--- src/hdl/assert_macros.svh ---
// Assertion macros used by the top level of the notch biquad cascade.
`ifndef ASSERT_MACROS_SVH
`define ASSERT_MACROS_SVH
`ifndef SYNTHESIS
`define MNBC_ASSERT(lbl, clk, rst_n, prop) \
	lbl: assert property (@(posedge clk) disable iff (!rst_n) prop) \
		else $error("assertion failed");
`define MNBC_NEVER(lbl, clk, rst_n, cond) \
	lbl: assert property (@(posedge clk) disable iff (!rst_n) !(cond)) \
		else $error("forbidden condition seen");
`else
`define MNBC_ASSERT(lbl, clk, rst_n, prop)
`define MNBC_NEVER(lbl, clk, rst_n, cond)
`endif
`endif

--- src/hdl/mnbc_pkg.sv ---
// Types and constants of the multichannel notch biquad cascade.
package mnbc_pkg;

	localparam int SAMPLE_BITS = 24;
	localparam int ACC_W       = 68;
	localparam int CFG_W       = 5;

	localparam logic       CMD_LOAD   = 1'b0;
	localparam logic       CMD_FILTER = 1'b1;

	localparam logic [1:0] SEL_B0 = 2'd0;
	localparam logic [1:0] SEL_B1 = 2'd1;
	localparam logic [1:0] SEL_A2 = 2'd2;

	localparam logic [1:0] ST_OK     = 2'd0;
	localparam logic [1:0] ST_STALE  = 2'd1;
	localparam logic [1:0] ST_SAT    = 2'd2;
	localparam logic [1:0] ST_LOADED = 2'd3;

	localparam logic CFG_STAGE_COUNT   = 1'b0;
	localparam logic CFG_CHANNEL_COUNT = 1'b1;

	// MAC phases: products 0..4, phase 5 only drains the last product
	localparam logic [2:0] PH_B0X  = 3'd0;
	localparam logic [2:0] PH_B1H0 = 3'd1;
	localparam logic [2:0] PH_B0H1 = 3'd2;
	localparam logic [2:0] PH_B1H2 = 3'd3;
	localparam logic [2:0] PH_A2H3 = 3'd4;
	localparam logic [2:0] PH_LAST = 3'd5;

	typedef struct packed {
		logic               command;
		logic signed [23:0] sample_in;
		logic [15:0]        source_tag;
		logic [31:0]        epoch;
		logic [3:0]         coef_stage;
		logic [1:0]         coef_select;
		logic signed [31:0] coef_value;
	} in_item_t;

	typedef struct packed {
		logic signed [23:0] sample_out;
		logic [2:0]         channel_index;
		logic [1:0]         status;
		logic               src_reset;
		logic               ep_reset;
	} out_item_t;

	typedef struct packed {
		logic       take;
		logic       eval;
		logic       read;
		logic       mac;
		logic [2:0] phase;
		logic       fin;
		logic       last;
		logic       emit;
	} cmd_t;

	typedef struct packed {
		logic is_load;
		logic stale;
		logic out_free;
	} sts_t;

endpackage

--- src/hdl/mnbc_ctrl.sv ---
// Sequencer: walks one item through decode, per-stage read, MAC and writeback.
module mnbc_ctrl
	import mnbc_pkg::*;
#(
	parameter int ST_W = 4
) (
	input  logic            clk,
	input  logic            arst_n,
	input  logic            in_valid,
	output logic            in_stall,
	input  sts_t            sts,
	input  logic [ST_W:0]   stage_num,
	output logic [ST_W-1:0] stage,
	output cmd_t            cmd
);

	typedef enum logic [5:0] {
		S_IDLE = 6'b000001,
		S_EVAL = 6'b000010,
		S_READ = 6'b000100,
		S_MAC  = 6'b001000,
		S_FIN  = 6'b010000,
		S_OUT  = 6'b100000
	} state_t;

	state_t          state_q;
	logic [ST_W-1:0] stage_q;
	logic [2:0]      phase_q;
	logic            last;

	assign last     = ((ST_W+1)'(stage_q) + (ST_W+1)'(1)) == stage_num;
	assign in_stall = (state_q != S_IDLE);
	assign stage    = stage_q;

	// command decode
	always_comb begin
		cmd       = '0;
		cmd.take  = (state_q == S_IDLE) && in_valid;
		cmd.eval  = (state_q == S_EVAL);
		cmd.read  = (state_q == S_READ);
		cmd.mac   = (state_q == S_MAC);
		cmd.phase = phase_q;
		cmd.fin   = (state_q == S_FIN);
		cmd.last  = last;
		cmd.emit  = (state_q == S_OUT) && sts.out_free;
	end

	// state register
	always_ff @(posedge clk or negedge arst_n) begin
		if (!arst_n) begin
			state_q <= S_IDLE;
			stage_q <= '0;
			phase_q <= '0;
		end else begin
			unique case (state_q)
				S_IDLE: begin
					if (in_valid) state_q <= S_EVAL;
				end
				S_EVAL: begin
					stage_q <= '0;
					if (sts.is_load || sts.stale) state_q <= S_OUT;
					else state_q <= S_READ;
				end
				S_READ: begin
					phase_q <= PH_B0X;
					state_q <= S_MAC;
				end
				S_MAC: begin
					if (phase_q == PH_LAST) state_q <= S_FIN;
					else phase_q <= phase_q + 3'd1;
				end
				S_FIN: begin
					if (last) begin
						state_q <= S_OUT;
					end else begin
						stage_q <= stage_q + ST_W'(1);
						state_q <= S_READ;
					end
				end
				S_OUT: begin
					if (sts.out_free) state_q <= S_IDLE;
				end
				default: state_q <= S_IDLE;
			endcase
		end
	end

endmodule

--- config.mk ---
export PLATFORM = sky130hd
export DESIGN_NAME = mnbc_ctrl
export DESIGN_NICKNAME = d
export VERILOG_FILES = /design/src/hdl/assert_macros.svh /design/src/hdl/mnbc_pkg.sv /design/src/hdl/mnbc_ctrl.sv
export SDC_FILE = /design/constraint.sdc
export NUM_CORES = 1
export LEC_CHECK = 0
export ABC_AREA = 1
export BUFFER_PORTS_ARGS = -buffer_cell sky130_fd_sc_hd__buf_2
export CORE_MARGIN = 5
export CORE_UTILIZATION = 50
export DETAILED_ROUTE_END_ITERATION = 12
export GPL_TIMING_DRIVEN = 1
export PLACE_DENSITY = 0.76
export SYNTH_ARGS = -nofsm -noshare
export SYNTH_HDL_FRONTEND = slang
export SYNTH_SLANG_ARGS = --single-unit
--- constraint.sdc ---
create_clock -name clk -period 2.1 [get_ports clk]
set_clock_uncertainty 0.2 [all_clocks]
set_input_delay 0.315 -clock clk [delete_from_list [all_inputs] [get_ports clk]]
set_output_delay 0.315 -clock clk [all_outputs]
set_load 0.005 [all_outputs]
==> impl_metrics.toml <==
[worst_setup_path]
arrival_ns = 1.47
critPathMostFrequentCell = "nand2_2"
cp.required_ns = 1.58
cp_max_fo = 4
criticalPathCategory = "reg2out"
cp_cell_sequence = "ha_4, inv_2, nand2_2, nand2_2, nand2_2, nand3_2, nor2_2, nand2_2, inv_2, buf_2"
cp-start-kind = "flop"
end_kind = "output port"
reg2reg_depth = 14
slowest_stage = "dfrtp_1"
max_stage_delay_ns = 0.41

[run]
maxCapViolations = 0

[worst_hold_path]
hold_path_class = "in2reg"
min_path_cells = 2

[synthesis]
yosys_most_used_dff = "dfrtp_1"
yosys-top-cells-count = "nand2_1, inv_1, nand3_1, dfrtp_1, nor2_1"
ys_async_sr_fraction = 1.00
post-synth-top-count-cell = "nand2_1"
synth.largest_area_cell = "dfrtp_1"
synth_edf_count = 0
synth_area_leaders = "dfrtp_1, nand2_1, inv_1, nand3_1, nor2_1"
yosysTopAreaCellShare = 0.336
synth_area_per_cell_um2 = 7.57
ys_types = 26
yosysSeqAreaShare = 0.366
netlist_area_um2 = 893
yosysWarningCount = 0
syn_nets = 132
synth_cells = 118
ys_ff_latch = 13

[outcome]
status = "finished, final reports clean"

[clock_network]
cts_made_buffers = 3
clockBufferDepth = 2
clk_pin_slew_ns = 0.08
ctsHtreeMaxLevel = 1
tritoncts = "done"
clk_latency_ns = 0.27
root_buffer = "clkbuf_4"
clock-sinks = 13

[layout]
antenna_cells = 0
regArea_um2 = 327
multi_input_area_um2 = 499
drive_gt1_frac = 0.405
areaGrowthSynthToFinish_pct = 29.3
finalNetCount = 168
fill_cells = 146
final_area_mm2 = 0.00115
layout.cells.non_filler = 178

[floorplanning]
rows = 15
die_area_mm2 = 0.00273
core_mm2 = 0.00171
start_util = 0.523
ios = 26
die_height_um = 52.3
die_w_um = 52.3

[power]
ir_worst_vdd_v = 0.000613
p_total_mw = 0.824
p_leak_nw = 0.644
power_density_mw_per_mm2 = 713

[routing]
drt_iter0_drc = 7
drt-vias-per-instance = 4.78
num_vias = 850
ant_nets = 0
first_pass_iters = 4
routed_wl_um = 2020
drt-wirelength-per-cell_um = 11.3
drc = 0

[timing]
period_share = 0.945
finalHoldViolCount = 0
max_freq_mhz = 504
worst_pin_slew_ns = 0.296
slew_violations = 0
relSlewSlack = 0.802
hold_ws_ns = 0.0297
final.setup.tns_ns = 0
setup_viol = 0
min_period_ns = 1.98

[global_route]
grt.overflow.total = 0
met2_usage = 0.259
grt_max_degree = 14
grtUsageMet1 = 0.236
grt_pass1_wl_um = 3440
grt_pass1_vias = 746
grt_usage = 0.169
grt.met3_usage = 0.0342
grt_busiest_layer = "met2"
antenna_found_initial = 0

[placed_design]
gp_congestion = 0.844
postPlaceCellArea_mm2 = 0.00105
dp_cells = 168
hpwlAfterDp_um = 1580
port_buffers = 25
==> power by group <==
group	switching [mW]	total (mW)	leakage (nW)	internal, mW
Sequential	0.0507	0.347	0.176	0.296
Clock	0.0801	0.153	0.0150	0.0734
Combinational	0.189	0.324	0.453	0.134
==> per-stage QoR <==
step | util | setup slack (ns)
2_1_floorplan | - | 0.264
3_3_place_gp | 0.615 | 0.300
3_5_place_dp | 0.615 | 0.255
4_1_cts | 0.645 | 0.0274
5_1_grt | 0.676 | -0.0128
6_report | 0.676 | 0.115
==> critical path: cells and delay by family (launching register included) <==
kind                       cells  cell delay [ns]
buffers and inverters          3             0.18
adders and majority gates      1             0.18
and+or+nand+nor                6             0.46
DFF                            1             0.41
==> layout make-up <==
type                       instances  area share
multi-input combinational         81       0.432
sequential                        13       0.283
timing repair buffer              32       0.159
inverter                          23      0.0758
tap                               25      0.0271
clock buffer                       4      0.0228
==> placed cells by master, fill, tap and decap left out <==
master,n
nand2_1,22
o22ai_1,1
dfrtp_1,12
clkinv_2,1
clkbuf_1,1
o21ai_0,1
buf_6,1
inv_2,6
a21oi_1,1
nand2_2,6
o31ai_1,1
nand4_2,1
ha_1,2
o21ai_1,2
buf_4,5
nor2_1,11
dfstp_2,1
nand3_1,12
inv_1,16
nor3_1,1
nor2_4,3
nand3_2,4
buf_2,25
o21a_1,1
nand4_1,5
ha_4,1
dlygate4sd3_1,1
clkbuf_4,3
o211ai_1,1
nor2_2,2
nand2_4,2
nand4_4,1
==> registers in the layout (all words and copies together) (netlist names) <==
name     flops
stage        4
state_q      6
phase_q      3
==> layer usage <==
| layer | vias up | wire length (um) |
|---|---|---|
| li1 | 454 | - |
| met1 | 382 | 933 |
| met2 | 12 | 1000 |
| met3 | 2 | 72 |
| met4 | 0 | 10 |
| met5 | - | 0 |
==> logic make-up (layout without fill, tap and decap cells) <==
group | after synthesis | count (layout) | synth area share
buffers and inverters | 24 | 59 | 0.106
adder cells (fa/ha/maj) | 3 | 3 | 0.0420
AND/OR/NAND/NOR | 70 | 70 | 0.431
AO/OA/AOI/OAI | 8 | 8 | 0.0546
flip-flops | 13 | 13 | 0.366
==> what timing repair did <==
| action | 4_1_cts | 5_1_grt |
|---|---|---|
| resized for setup | 0 | 11 |
| hold endpoints to repair | 13 | 0 |
| endpoints found under the setup margin | 1 | 1 |
| hold buffers | 1 | 0 |
| pin swaps | 1 | 8 |
| buffers inserted | 2 | 3 |
| cloned | 0 | 0 |
==> final timing paths <==
check / from / to / slack [ns]
worst max-delay path: stage[0]$_DFFE_PN0P_ / cmd[1] / 0.12
worst min-delay path: sts[2] / state_q[2]$_DFFE_PN0P_ / 0.03
worst max register to register: stage[0]$_DFFE_PN0P_ / stage[1]$_DFFE_PN0P_ / 0.20
worst min register to register: phase_q[0]$_DFFE_PN0P_ / phase_q[0]$_DFFE_PN0P_ / 0.35
max in group asynchronous: arst_n / state_q[0]$_DFFE_PN1P_ / 1.15
min in group asynchronous: arst_n / state_q[1]$_DFFE_PN0P_ / 0.27
Power figures use the tool's default switching activity.
